$ cat src/periodic_tick_rate_table_macros.svh
// ---------------------------------------------------------------------------
// Periodic tick rate table: assertion macros
// Shared concurrent assertion forms, clocked on clk_i, disabled in reset.
// ---------------------------------------------------------------------------
`ifndef PERIODIC_TICK_RATE_TABLE_MACROS_SVH
`define PERIODIC_TICK_RATE_TABLE_MACROS_SVH

// same-cycle implication
`define PRTT_ASSERT_IMP(lbl, ante, cons, msg) \
  lbl: assert property (@(posedge clk_i) disable iff (!rst_ni) (ante) |-> (cons)) \
    else $error(msg);

// next-cycle implication
`define PRTT_ASSERT_NXT(lbl, ante, cons, msg) \
  lbl: assert property (@(posedge clk_i) disable iff (!rst_ni) (ante) |=> (cons)) \
    else $error(msg);

`endif

$ cat src/prtt_pkg.sv
// ---------------------------------------------------------------------------
// prtt_pkg
// Types, constants and helpers of the periodic tick rate table.
// ---------------------------------------------------------------------------
`default_nettype none

package prtt_pkg;

  localparam int unsigned MaxRequestors = 16;
  localparam int unsigned IdxW     = (MaxRequestors > 1) ? $clog2(MaxRequestors) : 1;
  localparam int unsigned CntW     = $clog2(MaxRequestors + 1);
  localparam int unsigned KeyW     = 16;
  localparam int unsigned PeriodW  = 32;
  localparam int unsigned ShiftW   = $clog2(PeriodW);
  localparam int unsigned ActionW  = 3;
  localparam int unsigned CmdW     = 2;
  localparam int unsigned CfgIdxW  = 2;
  localparam int unsigned CfgDataW = 32;

  localparam logic [PeriodW-1:0] InitIntervalMs = 32'd10;

  // action codes
  localparam logic [ActionW-1:0] ActRegPeriod  = 3'd0;
  localparam logic [ActionW-1:0] ActRegCurrent = 3'd1;
  localparam logic [ActionW-1:0] ActRemove     = 3'd2;
  localparam logic [ActionW-1:0] ActLower      = 3'd3;
  localparam logic [ActionW-1:0] ActForceStop  = 3'd4;
  localparam logic [ActionW-1:0] ActAllow      = 3'd5;
  localparam logic [ActionW-1:0] ActResume     = 3'd6;

  // config register indexes
  localparam logic [CfgIdxW-1:0] CfgDriverAttached = 2'd0;
  localparam logic [CfgIdxW-1:0] CfgInitInterval   = 2'd1;

  typedef enum logic [CmdW-1:0] {
    CmdNone  = 2'd0,
    CmdStart = 2'd1,
    CmdSet   = 2'd2,
    CmdStop  = 2'd3
  } cmd_e;

  typedef struct packed {
    logic [KeyW-1:0]    key;
    logic [PeriodW-1:0] period;
  } entry_t;

  typedef struct packed {
    logic            we;
    logic [IdxW-1:0] addr;
    entry_t          data;
  } wr_req_t;

  typedef struct packed {
    logic            clr;
    logic [IdxW-1:0] addr;
  } clr_req_t;

  function automatic logic [CntW-1:0] popcount(input logic [MaxRequestors-1:0] v);
    logic [CntW-1:0] n;
    n = '0;
    for (int i = 0; i < MaxRequestors; i++) begin
      n = n + CntW'(v[i]);
    end
    return n;
  endfunction

endpackage

`default_nettype wire

$ cat src/prtt_store.sv
// ---------------------------------------------------------------------------
// prtt_store
// Entry memory (key, period) with one registered read port, plus valid bits.
// ---------------------------------------------------------------------------
`default_nettype none

module prtt_store (
  input  logic                                   clk_i,
  input  logic                                   rst_ni,
  input  logic [prtt_pkg::IdxW-1:0]              rd_addr_i,
  output prtt_pkg::entry_t                       rd_data_o,
  input  prtt_pkg::wr_req_t                      wr_i,
  input  prtt_pkg::clr_req_t                     clr_i,
  output logic [prtt_pkg::MaxRequestors-1:0]     valid_o
);
  import prtt_pkg::*;

  entry_t                   mem_q [MaxRequestors];
  entry_t                   rd_data_q;
  logic [MaxRequestors-1:0] valid_q;

  always_ff @(posedge clk_i) begin
    if (wr_i.we) begin
      mem_q[wr_i.addr] <= wr_i.data;
    end
    rd_data_q <= mem_q[rd_addr_i];
  end

  always_ff @(posedge clk_i or negedge rst_ni) begin
    if (!rst_ni) begin
      valid_q <= '0;
    end else begin
      if (wr_i.we) begin
        valid_q[wr_i.addr] <= 1'b1;
      end
      if (clr_i.clr) begin
        valid_q[clr_i.addr] <= 1'b0;
      end
    end
  end

  assign rd_data_o = rd_data_q;
  assign valid_o   = valid_q;

endmodule

`default_nettype wire

$ cat src/prtt_gcd.sv
// ---------------------------------------------------------------------------
// prtt_gcd
// Binary GCD of two nonzero operands, one shift or subtract step per cycle.
// ---------------------------------------------------------------------------
`default_nettype none
`include "periodic_tick_rate_table_macros.svh"

module prtt_gcd (
  input  logic                         clk_i,
  input  logic                         rst_ni,
  input  logic                         start_i,
  input  logic [prtt_pkg::PeriodW-1:0] op_a_i,
  input  logic [prtt_pkg::PeriodW-1:0] op_b_i,
  output logic                         busy_o,
  output logic                         done_o,
  output logic [prtt_pkg::PeriodW-1:0] result_o
);
  import prtt_pkg::*;

  logic [PeriodW-1:0] a_q, b_q, res_q;
  logic [ShiftW-1:0]  k_q;
  logic               busy_q, done_q;
  logic [PeriodW-1:0] a_minus_b, b_minus_a;

  assign a_minus_b = a_q - b_q;
  assign b_minus_a = b_q - a_q;

  always_ff @(posedge clk_i or negedge rst_ni) begin
    if (!rst_ni) begin
      a_q    <= '0;
      b_q    <= '0;
      k_q    <= '0;
      res_q  <= '0;
      busy_q <= 1'b0;
      done_q <= 1'b0;
    end else begin
      done_q <= 1'b0;
      if (start_i) begin
        a_q    <= op_a_i;
        b_q    <= op_b_i;
        k_q    <= '0;
        busy_q <= 1'b1;
      end else if (busy_q) begin
        if (a_q == b_q) begin
          res_q  <= a_q << k_q;
          done_q <= 1'b1;
          busy_q <= 1'b0;
        end else if (!a_q[0] && !b_q[0]) begin
          // common factor of two
          a_q <= a_q >> 1;
          b_q <= b_q >> 1;
          k_q <= k_q + ShiftW'(1);
        end else if (!a_q[0]) begin
          a_q <= a_q >> 1;
        end else if (!b_q[0]) begin
          b_q <= b_q >> 1;
        end else if (a_q > b_q) begin
          a_q <= a_minus_b >> 1;
        end else begin
          b_q <= b_minus_a >> 1;
        end
      end
    end
  end

  assign busy_o   = busy_q;
  assign done_o   = done_q;
  assign result_o = res_q;

  `PRTT_ASSERT_IMP(a_gcd_start_idle, start_i, !busy_q, "gcd started while busy")
  `PRTT_ASSERT_NXT(a_gcd_done_pulse, done_q, !done_q, "gcd done longer than one cycle")
  `PRTT_ASSERT_IMP(a_gcd_res_nonzero, done_q, res_q != '0, "gcd of nonzero operands is zero")

endmodule

`default_nettype wire

$ cat src/periodic_tick_rate_table.sv
// ---------------------------------------------------------------------------
// periodic_tick_rate_table
// Keyed requestor table with a shared tick interval (GCD of all periods)
// and the command stream for a periodic timer driver.
// ---------------------------------------------------------------------------
// Actions 3 to 7 go from decode straight to the finish state, which registers the strobe.
// Register/remove actions scan the entry memory (a read and a compare state per
// entry until a hit; actions 0 and 2 skip it for key zero), and actions 0 and 2,
// unless rejected, then sweep it through the binary GCD unit entry by entry.
// One item at a time: busy is high from the start transfer to the strobe; the
// receiver cannot stall. Reset: table empty, interval 10, no stop, no driver.
// ---------------------------------------------------------------------------
`default_nettype none
`include "periodic_tick_rate_table_macros.svh"

module periodic_tick_rate_table (
  input  logic                          clk_i,
  input  logic                          rst_ni,
  // command side
  input  logic                          start,
  output logic                          busy,
  input  logic [prtt_pkg::ActionW-1:0]  action_i,
  input  logic [prtt_pkg::KeyW-1:0]     requestor_id_i,
  input  logic [prtt_pkg::PeriodW-1:0]  period_ms_i,
  // result side, one-cycle strobe, no back-pressure
  output logic                          result_valid_o,
  output logic [prtt_pkg::PeriodW-1:0]  shared_interval_ms_o,
  output logic                          periodic_active_o,
  output logic [prtt_pkg::CmdW-1:0]     driver_command_o,
  output logic [prtt_pkg::PeriodW-1:0]  command_interval_ms_o,
  output logic                          table_full_reject_o,
  // configuration write port
  input  logic                          cfg_we_i,
  input  logic [prtt_pkg::CfgIdxW-1:0]  cfg_idx_i,
  input  logic [prtt_pkg::CfgDataW-1:0] cfg_wdata_i
);
  import prtt_pkg::*;

  typedef enum logic [3:0] {
    S_IDLE,
    S_DECODE,
    S_FIND_RD,
    S_FIND_CMP,
    S_UPDATE,
    S_GCD_NEXT,
    S_GCD_DATA,
    S_GCD_WAIT,
    S_FINISH
  } state_e;

  // scan counter runs one past the last entry to mark the end of a sweep
  localparam logic [IdxW:0] IdxLast = (IdxW + 1)'(MaxRequestors - 1);
  localparam logic [IdxW:0] IdxEnd  = (IdxW + 1)'(MaxRequestors);
  localparam logic [IdxW:0] IdxOne  = (IdxW + 1)'(1);

  state_e              state_q;
  logic [ActionW-1:0]  action_q;
  logic [KeyW-1:0]     key_q;
  logic [PeriodW-1:0]  period_q;
  logic [IdxW:0]       idx_q;
  logic [IdxW-1:0]     slot_q;
  logic                found_q;
  logic                reject_q;
  logic                flag_q;    // lower taken / forced stop was set
  logic                any_q;     // GCD sweep has seen an entry
  logic [PeriodW-1:0]  g_q;       // running GCD
  logic [PeriodW-1:0]  cur_q;     // current shared interval
  logic                forced_q;
  logic                drv_q;

  logic                result_valid_q;
  logic [PeriodW-1:0]  shared_q;
  logic                active_q;
  logic [CmdW-1:0]     cmd_q;
  logic [PeriodW-1:0]  cmd_iv_q;
  logic                reject_out_q;

  // store interface
  logic [IdxW-1:0]          idx_lo;
  entry_t                   rd_data;
  wr_req_t                  wr_req;
  clr_req_t                 clr_req;
  logic [MaxRequestors-1:0] valid;

  // gcd interface
  logic                gcd_start, gcd_busy, gcd_done;
  logic [PeriodW-1:0]  gcd_res;

  logic                free_found;
  logic [IdxW-1:0]     free_slot;
  logic                reg_act;
  logic                can_store;
  logic [CntW-1:0]     cnt;
  cmd_e                fin_cmd;
  logic [PeriodW-1:0]  fin_iv;

  assign idx_lo = idx_q[IdxW-1:0];
  assign busy   = (state_q != S_IDLE);
  assign cnt    = popcount(valid);

  // first free entry
  always_comb begin
    free_found = 1'b0;
    free_slot  = '0;
    for (int i = 0; i < MaxRequestors; i++) begin
      if (!valid[i] && !free_found) begin
        free_found = 1'b1;
        free_slot  = IdxW'(i);
      end
    end
  end

  // memory write / valid clear, issued from the update state
  always_comb begin
    reg_act   = (action_q == ActRegPeriod) || (action_q == ActRegCurrent);
    can_store = found_q || free_found;

    wr_req.we          = (state_q == S_UPDATE) && reg_act && can_store;
    wr_req.addr        = found_q ? slot_q : free_slot;
    wr_req.data.key    = key_q;
    wr_req.data.period = (action_q == ActRegCurrent) ? cur_q : period_q;

    clr_req.clr  = (state_q == S_UPDATE) && (action_q == ActRemove) && found_q;
    clr_req.addr = slot_q;
  end

  // a zero on either side forces the running GCD to zero without the unit
  assign gcd_start = (state_q == S_GCD_DATA) && any_q &&
                     (rd_data.period != '0) && (g_q != '0);

  // driver command, from state already committed
  always_comb begin
    fin_cmd = CmdNone;
    fin_iv  = '0;
    unique case (action_q)
      ActRegPeriod: begin
        if (!reject_q && drv_q) begin
          fin_cmd = CmdStart;
          fin_iv  = cur_q;
        end
      end
      ActRegCurrent: begin
        if (!reject_q && drv_q && (cnt == CntW'(1))) begin
          fin_cmd = CmdStart;
          fin_iv  = cur_q;
        end
      end
      ActRemove: begin
        if (drv_q) begin
          if (cnt != '0) begin
            fin_cmd = CmdSet;
            fin_iv  = cur_q;
          end else begin
            fin_cmd = CmdStop;
          end
        end
      end
      ActLower: begin
        if (flag_q) begin
          fin_cmd = CmdSet;
          fin_iv  = cur_q;
        end
      end
      ActForceStop: begin
        if (drv_q) begin
          fin_cmd = CmdStop;
        end
      end
      ActAllow: begin
        if (flag_q && drv_q && (cnt != '0)) begin
          fin_cmd = CmdStart;
          fin_iv  = cur_q;
        end
      end
      ActResume: begin
        if (!forced_q && drv_q) begin
          fin_cmd = CmdStart;
          fin_iv  = cur_q;
        end
      end
      default: begin
        fin_cmd = CmdNone;
      end
    endcase
  end

  // sequencer: decode, key scan, update, GCD sweep, finish
  always_ff @(posedge clk_i or negedge rst_ni) begin
    if (!rst_ni) begin
      state_q        <= S_IDLE;
      action_q       <= '0;
      key_q          <= '0;
      period_q       <= '0;
      idx_q          <= '0;
      slot_q         <= '0;
      found_q        <= 1'b0;
      reject_q       <= 1'b0;
      flag_q         <= 1'b0;
      any_q          <= 1'b0;
      g_q            <= '0;
      cur_q          <= InitIntervalMs;
      forced_q       <= 1'b0;
      drv_q          <= 1'b0;
      result_valid_q <= 1'b0;
      shared_q       <= '0;
      active_q       <= 1'b0;
      cmd_q          <= '0;
      cmd_iv_q       <= '0;
      reject_out_q   <= 1'b0;
    end else begin
      result_valid_q <= 1'b0;
      unique case (state_q)
        S_IDLE: begin
          if (start) begin
            action_q <= action_i;
            key_q    <= requestor_id_i;
            period_q <= period_ms_i;
            idx_q    <= '0;
            found_q  <= 1'b0;
            reject_q <= 1'b0;
            flag_q   <= 1'b0;
            any_q    <= 1'b0;
            state_q  <= S_DECODE;
          end
        end
        S_DECODE: begin
          unique case (action_q) inside
            ActRegPeriod, ActRemove: begin
              // key zero skips the table and only recomputes
              state_q <= (key_q != '0) ? S_FIND_RD : S_GCD_NEXT;
            end
            ActRegCurrent: begin
              state_q <= S_FIND_RD;
            end
            ActLower: begin
              if ((period_q < cur_q) && drv_q) begin
                cur_q  <= period_q;
                flag_q <= 1'b1;
              end
              state_q <= S_FINISH;
            end
            ActForceStop: begin
              forced_q <= 1'b1;
              state_q  <= S_FINISH;
            end
            ActAllow: begin
              flag_q   <= forced_q;
              forced_q <= 1'b0;
              state_q  <= S_FINISH;
            end
            default: begin
              state_q <= S_FINISH;
            end
          endcase
        end
        S_FIND_RD: begin
          state_q <= S_FIND_CMP;
        end
        S_FIND_CMP: begin
          if (valid[idx_lo] && (rd_data.key == key_q)) begin
            found_q <= 1'b1;
            slot_q  <= idx_lo;
            state_q <= S_UPDATE;
          end else if (idx_q == IdxLast) begin
            state_q <= S_UPDATE;
          end else begin
            idx_q   <= idx_q + IdxOne;
            state_q <= S_FIND_RD;
          end
        end
        S_UPDATE: begin
          idx_q <= '0;
          if (action_q == ActRemove) begin
            state_q <= S_GCD_NEXT;
          end else if (!can_store) begin
            reject_q <= 1'b1;
            state_q  <= S_FINISH;
          end else if (action_q == ActRegPeriod) begin
            state_q <= S_GCD_NEXT;
          end else begin
            state_q <= S_FINISH;
          end
        end
        S_GCD_NEXT: begin
          if (idx_q == IdxEnd) begin
            // empty table keeps the interval it had
            if (any_q) begin
              cur_q <= g_q;
            end
            state_q <= S_FINISH;
          end else if (valid[idx_lo]) begin
            state_q <= S_GCD_DATA;
          end else begin
            idx_q <= idx_q + IdxOne;
          end
        end
        S_GCD_DATA: begin
          if (!any_q) begin
            g_q     <= rd_data.period;
            any_q   <= 1'b1;
            idx_q   <= idx_q + IdxOne;
            state_q <= S_GCD_NEXT;
          end else if (gcd_start) begin
            state_q <= S_GCD_WAIT;
          end else begin
            g_q     <= '0;
            idx_q   <= idx_q + IdxOne;
            state_q <= S_GCD_NEXT;
          end
        end
        S_GCD_WAIT: begin
          if (gcd_done) begin
            g_q     <= gcd_res;
            idx_q   <= idx_q + IdxOne;
            state_q <= S_GCD_NEXT;
          end
        end
        S_FINISH: begin
          result_valid_q <= 1'b1;
          shared_q       <= cur_q;
          active_q       <= (cnt != '0) && !forced_q;
          cmd_q          <= fin_cmd;
          cmd_iv_q       <= fin_iv;
          reject_out_q   <= reject_q;
          state_q        <= S_IDLE;
        end
        default: begin
          state_q <= S_IDLE;
        end
      endcase

      // the user must make config writes only while idle; the block does no check; interval write reloads at once
      if (cfg_we_i) begin
        unique case (cfg_idx_i)
          CfgDriverAttached: drv_q <= cfg_wdata_i[0];
          CfgInitInterval:   cur_q <= cfg_wdata_i[PeriodW-1:0];
          default: begin
          end
        endcase
      end
    end
  end

  prtt_store u_store (
    .clk_i     (clk_i),
    .rst_ni    (rst_ni),
    .rd_addr_i (idx_lo),
    .rd_data_o (rd_data),
    .wr_i      (wr_req),
    .clr_i     (clr_req),
    .valid_o   (valid)
  );

  prtt_gcd u_gcd (
    .clk_i    (clk_i),
    .rst_ni   (rst_ni),
    .start_i  (gcd_start),
    .op_a_i   (rd_data.period),
    .op_b_i   (g_q),
    .busy_o   (gcd_busy),
    .done_o   (gcd_done),
    .result_o (gcd_res)
  );

  assign result_valid_o        = result_valid_q;
  assign shared_interval_ms_o  = shared_q;
  assign periodic_active_o     = active_q;
  assign driver_command_o      = cmd_q;
  assign command_interval_ms_o = cmd_iv_q;
  assign table_full_reject_o   = reject_out_q;

  `PRTT_ASSERT_NXT(a_strobe_single, result_valid_q, !result_valid_q, "result strobe held")
  `PRTT_ASSERT_NXT(a_accept_busy, start && !busy, busy, "accepted item not busy")
  `PRTT_ASSERT_IMP(a_wait_gcd, state_q == S_GCD_WAIT, gcd_busy || gcd_done, "waiting on idle gcd")
  `PRTT_ASSERT_IMP(a_reject_quiet, result_valid_q && reject_out_q, cmd_q == CmdNone, "reject with command")
  `PRTT_ASSERT_IMP(a_iv_zero, result_valid_q && (cmd_q == CmdNone || cmd_q == CmdStop), cmd_iv_q == '0, "interval without start/set")

endmodule

`default_nettype wire

$ cat config.mk
export PLATFORM = sky130hd
export DESIGN_NAME = periodic_tick_rate_table
export DESIGN_NICKNAME = d
export VERILOG_FILES = /design/src/prtt_pkg.sv /design/src/prtt_store.sv /design/src/prtt_gcd.sv /design/src/periodic_tick_rate_table.sv
export VERILOG_INCLUDE_DIRS = /design/src /design/src/src
export SDC_FILE = /design/constraint.sdc
export NUM_CORES = 2
export LEC_CHECK = 0
export BUFFER_PORTS_ARGS = -buffer_cell sky130_fd_sc_hd__buf_2
export CELL_PAD_IN_SITES_DETAIL_PLACEMENT = 0
export CELL_PAD_IN_SITES_GLOBAL_PLACEMENT = 2
export CORE_ASPECT_RATIO = 1.75
export CORE_UTILIZATION = 41
export CTS_CLUSTER_DIAMETER = 150
export DETAILED_ROUTE_END_ITERATION = 10
export HOLD_SLACK_MARGIN = 0.02
export PLACE_DENSITY = 0.83
export SYNTH_ARGS = -nofsm -noshare
export SYNTH_HDL_FRONTEND = slang
export SYNTH_SLANG_ARGS = --single-unit
$ cat constraint.sdc
create_clock -name clk_i -period 5.64 [get_ports clk_i]
set_input_delay 0.846 -clock clk_i [delete_from_list [all_inputs] [get_ports clk_i]]
set_output_delay 0.846 -clock clk_i [all_outputs]
set_load 0.01 [all_outputs]
Word level (Yosys, flattened, before mapping):

Memory sizes are Yosys's and may differ from the RTL's. A register that Yosys moved wholly into a read port is not among the register bits.
Cells that the tools add are included.
Widths: inputs -> output; s select.

* register bits: 322
* bits in writable memories: 768
* input bits: 89
* output and inout port bits: 70
* word-level logic and storage cells: 332
* memories kept: 1

* add/subtract/negate cells: 19
* $lt $le $gt $ge: 7
* equality and inequality tests: 37
* shift-type cells: 1
* muxes and demuxes: 130
* bitwise operators: 4
* reduce and logical (&&, ||, !) cells: 104

Memory list
* u_store.mem_q: depth 16, bits a word 48, read ports 1, clocked after Yosys merged registers in 1, wr ports 1, line prtt_store.sv:18 `entry_t mem_q [MaxRequestors];`

Operators by type and width (count)
* $mux 32: 31
* $pmux 32 s6: 1
* $pmux 32 s2: 2
* $mux 4: 22
* $reduce_bool 32->1: 2
* $sub 32x32->32: 2
* $mux 5: 12
* $add 5x1->5: 11
* $mux 1: 39
* $logic_and 1x1->1: 33
* $logic_not 1->1: 33
* $eq 32x32->1: 1
* $gt 32x32->1: 1
* $lt 32x32->1: 1
* $mux 16: 2
* $pmux 4 s8: 1
* $shl 32x5->32: 1
* $pmux 5 s6: 1
* $ne 2x2->1 const B: 9
* $reduce_and 3->1: 6
* $and 16x16->16: 1
* $eq 16x16->1: 1
* $eq 4x3->1 const B: 4
* $not 16->16: 1
* 43 further kinds: 84

Longest topological paths before layout:

* depth after elaboration: 54
* mapped depth: 19
* mapped depth without buffers: 18

Modules after synthesis:

A second synthesis with hierarchy kept.

* cell total of the unflattened synthesis: 3694
* area total of the unflattened synthesis: 51592.0 µm²

Modules (own cells, without submodules)
* prtt_store: instances 1, cells an instance 1283, area an instance 30286.5 µm², sequential area each 24423.4 µm²
* periodic_tick_rate_table: instances 1, cells an instance 1177, area an instance 11441.0 µm², sequential area each 5082.4 µm²
* prtt_gcd: instances 1, cells an instance 1234, area an instance 9864.5 µm², sequential area each 2577.5 µm²

Worst setup path after synthesis:

OpenSTA, ideal clock, no wires.

* kind: reg2reg
* start: reg u_store.valid_q[0] (netlist: u_store.valid_o[0])
* end: mem u_store.mem_q[14][0] in the netlist's numbering (enable)
* setup time: 0.515 ns
* arrival time: 5.288 ns
* data required time: 5.125 ns
* slack: -0.164 ns
* stages on the path, launching flop included: 8
* buffers on the path: 0
* period minus slack after synthesis: 5.804 ns
* cell sequence: dfrtp_1 ha_1 nand3_1 or4_1 a21oi_1 o41ai_1 or2_2 nor3_1

* word-level cells in the longest chain between the ends: 48
* elaborated cells on any way between the ends: 65
* those cells by class: mux (34); reduce/logical (31)

Ends and longest elaborated chain
* start, declared: line prtt_store.sv:20 `logic [MaxRequestors-1:0] valid_q;`
* start signal, assigned: line prtt_store.sv:31 `valid_q <= '0;`
* start signal, assigned by index: line prtt_store.sv:34 `valid_q[wr_i.addr] <= 1'b1;`
* start signal, assigned by index: line prtt_store.sv:37 `valid_q[clr_i.addr] <= 1'b0;`
* $mux 1 / $logic_and 1x1->1 (equally long branches): line periodic_tick_rate_table.sv:106 `if (!valid[i] && !free_found) begin`
* $mux 1: line periodic_tick_rate_table.sv:106
* $logic_not 1->1: line periodic_tick_rate_table.sv:106
* $logic_and 1x1->1: line periodic_tick_rate_table.sv:106
* $mux 1: line periodic_tick_rate_table.sv:106
* $logic_not 1->1: line periodic_tick_rate_table.sv:106
* $logic_and 1x1->1: line periodic_tick_rate_table.sv:106
* $mux 1: line periodic_tick_rate_table.sv:106
* [... 32 more ...]
* $mux 1: line periodic_tick_rate_table.sv:106
* $logic_not 1->1: line periodic_tick_rate_table.sv:106
* $logic_and 1x1->1: line periodic_tick_rate_table.sv:106
* $mux 1: line periodic_tick_rate_table.sv:106
* $logic_or 1x1->1: line periodic_tick_rate_table.sv:116 `can_store = found_q || free_found;`
* $logic_and 1x1->1: line periodic_tick_rate_table.sv:118 `wr_req.we = (state_q == S_UPDATE) && reg_act && can_store;`
* $mux 1: line prtt_store.sv:23 `if (wr_i.we) begin`
* $mux 1 (not written as such): line prtt_store.sv:24 `mem_q[wr_i.addr] <= wr_i.data;`
* end, declared: line prtt_store.sv:18

Several ways; a longest one is shown, not always the timed one.

Worst setup path in the final report:

* start: reg u_store.valid_q[5] (netlist: u_store.valid_o[5])
* end: reg cmd_iv_q[25] (netlist: command_interval_ms_o[25])

* word-level cells in the longest chain between the ends: 15
* elaborated cells on any way between the ends: 20
* those cells by class: add/sub (11); eq/ne (1); mux (5); reduce/logical (3)

Ends and longest elaborated chain
* $add 5x1->5 (*) (11 in series): line prtt_pkg.sv:62 `n = n + CntW'(v[i]);`
* $reduce_bool 5->1 / $eq 5x1->1 (equally long branches): line periodic_tick_rate_table.sv:150, periodic_tick_rate_table.sv:170, periodic_tick_rate_table.sv:143
* $mux 32 (tied with other cells): line periodic_tick_rate_table.sv:150 `if (cnt != '0) begin`
* $mux 32 (on tied branches): line periodic_tick_rate_table.sv:149, periodic_tick_rate_table.sv:143, periodic_tick_rate_table.sv:170
* $pmux 32 s6 (*): line periodic_tick_rate_table.sv:135 `unique case (action_q)`
* end signal, assigned: line periodic_tick_rate_table.sv:323 `cmd_iv_q <= fin_iv;`
* end, declared: line periodic_tick_rate_table.sv:75 `logic [PeriodW-1:0] cmd_iv_q;`

Every way passes the cells marked *; elsewhere a longest branch is shown, timed or not.
A chain may end at the register's enable or synchronous reset.

==> flow_summary.toml <==
[clock_network]
h-tree-depth = 3
path_clk_slew_ns = 0.07
root_buffer = "clkbuf_16"
post_cts_buffers = 0
clockBufferDepth = 3
cts.sinks = 1138
cts_repair_resize_count = 0
clk_latency_ns = 0.74
hold_buffers = 0
cts_tree = "done"
numCtsBuffers = 102

[critical_path]
startpoint_type = "flip-flop"
critical_path.top_delay_family = "adder cells"
worstPathCellList = "inv_1 -> fa_1 -> inv_1 -> fa_1 -> fa_1 -> inv_1 -> fa_1 -> inv_1 -> ha_1 -> fa_1 -> and2_1 -> a21oi_1 -> nor3_1 -> o32ai_1 -> a22oi_1 -> a2bb2oi_1 -> a311oi_4 -> buf_12 -> a22o_1"
worstPathRequired_ns = 6.28
crit_buf_inv = 5
worstPathArrival_ns = 5.93
cp_common_cell = "fa_1"
cp-end-kind = "flip-flop"
critPathMaxFanout = 32
cp_slowest_cell = "fa_1"
critPathMaxStageDelay_ns = 0.55
critPathKind = "reg -> reg"

[drt]
drtPass1Iterations = 5
drtIter0Drc = 2890
ant_nets = 0
route.detailed.drc = 0
avgViaCountPerCell = 5.96
dr_total_vias = 33114
drt-total-wl_um = 157000
wire_per_inst_um = 28.3

[synth]
synthCells = 3693
async_flop_share = 0.283
syn-cell-area_sq_um = 51900
yosysSeqAreaShare = 0.618
synth_flop_cell = "edfxtp_1"
syn_nets = 3900
synth.distinct_cells = 80
yosysWarnings = 0
syn_avg_cell_area_sq_um = 14.1
synth_seq_cells = 1138
synth_edf_count = 768

[floorplanning]
die_w_um = 271
dieArea_sq_um = 128000
die_h_um = 473
core_sq_um = 125000
ios = 159
rows = 172
initial_utilization = 0.414

[flow_run]
drv_cap = 0

[grt]
grt_pass1_wl_um = 229000
grt_pass1_vias = 34223
antenna_found_initial = 3
grt_max_degree = 134
grt_util_all_layers = 0.246
grt_overflow_total = 0

[layout]
area_delta_synth_final_pct = 12.5
stdcell_area_sq_um = 58400
layout_commonest_cell = "edfxtp_1"
final_cell_mix = "edfxtp_1 (768), dfrtp_1 (316), nand2_1 (291)"
num-nets-final = 4019
drive_above_1_share = 0.214

[sta]
hold_viol = 0
fin_worst_skew_ns = 0.0550
period_share = 0.939
report.final.slew_viol_count = 0
slew_headroom = 0.255
worstMarginPinSlew_ns = 1.11
setup_viol = 0
min_period_ns = 5.30
fin_hold_ws_ns = 0.140
clock.fmax_mhz = 189
rsz0062_at_grt = "false"
fin_ws_ns = 0.344
setup_tns_ns = 0

[power]
powerDensity_nw_per_um2 = 283
p_leak_uw = 0.0200
vdd_ir_drop_max_mv = 0.238

[placed_design]
dp_slack_ns = 0.355
port_buffers = 158
place_area_sq_um = 54900
routabilityCongestion = 0.967
hpwl_um = 107000

[hold_path]
hold_class = "in -> async"

[run_status]
status = "completed"
## layer usage
| layer | track usage | vias to the layer above | wire (um) |
|---|---|---|---|
| li1 | - | 14485 | - |
| met1 | 0.284 | 17154 | 57800 |
| met2 | 0.447 | 1153 | 83300 |
| met3 | 0.0304 | 320 | 8230 |
| met4 | 0.118 | 2 | 8040 |
| met5 | 0 | - | 13 |
## synthesized netlist by cell type (25+ instances only)
cell type | n | share of area
mux4_2 | 259 | 0.11
edfxtp_1 | 768 | 0.44
a21o_1 | 26 | 0.0038
nand2_1 | 292 | 0.021
dfxtp_1 | 48 | 0.019
xnor2_1 | 47 | 0.0079
a22oi_1 | 39 | 0.0056
mux2_2 | 125 | 0.027
a31oi_1 | 63 | 0.0076
clkbuf_1 | 181 | 0.013
nand4_1 | 35 | 0.0042
a21oi_1 | 210 | 0.020
dfrtp_1 | 320 | 0.15
inv_1 | 147 | 0.011
o22ai_1 | 39 | 0.0047
nor3_1 | 56 | 0.0054
nor3b_1 | 35 | 0.0051
a221oi_1 | 25 | 0.0042
mux2i_1 | 33 | 0.0064
nor4_1 | 29 | 0.0035
ha_1 | 106 | 0.026
a22o_1 | 33 | 0.0056
o21ai_0 | 179 | 0.017
nand3_1 | 53 | 0.0051
nor2_1 | 206 | 0.015
## cells by family (layout without fill, tap and decap cells)
family,count (synthesis),count (layout),synth area share
compound gates,781,781,0.0955
xor+xnor,62,62,0.0105
fa+ha+maj,118,118,0.0302
buf+inv,372,580,0.0276
flops,1138,1138,0.618
mux,417,417,0.146
other cells,0,1,0
simple gates,805,805,0.0722
## final timing paths
path / slack (ns) / endpoint / cells after the start / start
worst max-delay path: 0.34 / command_interval_ms_o[25] / 19 / u_store.valid_o[5]
min in group clk_i: 0.36 / action_q[1] / 2 / action_i[1]
worst max register to register: 0.34 / command_interval_ms_o[25] / 19 / u_store.valid_o[5]
worst min register to register: 0.47 / u_gcd.result_o[2] / 2 / u_gcd.result_o[2]
worst min-delay path: 0.14 / state_q[3] / 1 / rst_ni
max in group asynchronous: 4.13 / shared_interval_ms_o[24] / 2 / rst_ni
## metrics by stage
step / instances / power (uW) / utilization
2_1_floorplan: 3693 / 9180 / -
3_3_place_gp: 5361 / 9380 / 0.437
3_5_place_dp: 5361 / 9390 / 0.437
4_1_cts: 5554 / 16600 / 0.465
5_1_grt: 5555 / 17000 / 0.465
6_report: 5555 / 16500 / 0.465
## final cells by class
cell class              count  area, sq um
diodes                      1         2.50
flip-flops and latches   1138        32100
well taps                1653         2070
clock inverters            53          643
clock buffers             140         2840
repair buffers            240         1590
multi-input cells        2183        18600
fillers                 11012        67100
inverters                 147          552
## sequential cells by signal, summed over array words and instances, names as in the netlist, 16 cells and up
| signal | cells |
|---|---|
| u_store.mem_q | 768 |
| u_store.rd_data_o | 48 |
| command_interval_ms_o | 32 |
| cur_q | 32 |
| g_q | 32 |
| period_q | 32 |
| shared_interval_ms_o | 32 |
| u_gcd.a_q | 32 |
| u_gcd.b_q | 32 |
| u_gcd.result_o | 32 |
| key_q | 16 |
| u_store.valid_o | 16 |
## worst reg2reg max path, delay by kind of cell, from the launching register on
kind                     cells  cell delay [ns]
AO/OA/AOI/OAI                6             1.40
AND/OR/NAND/NOR              2             0.27
flip-flops                   1             0.43
adder cells (fa/ha/maj)      6             2.64
buffers and inverters        5             0.51
## where the power goes
group          leakage (uW)  switching, uW  internal [uW]  total [uW]
Combinational       0.00825            173           87.1         260
Sequential           0.0100           85.7           8860        8950
Clock               0.00169           3250           4040        7280
Note: power is estimated with default switching activity, not from simulation.
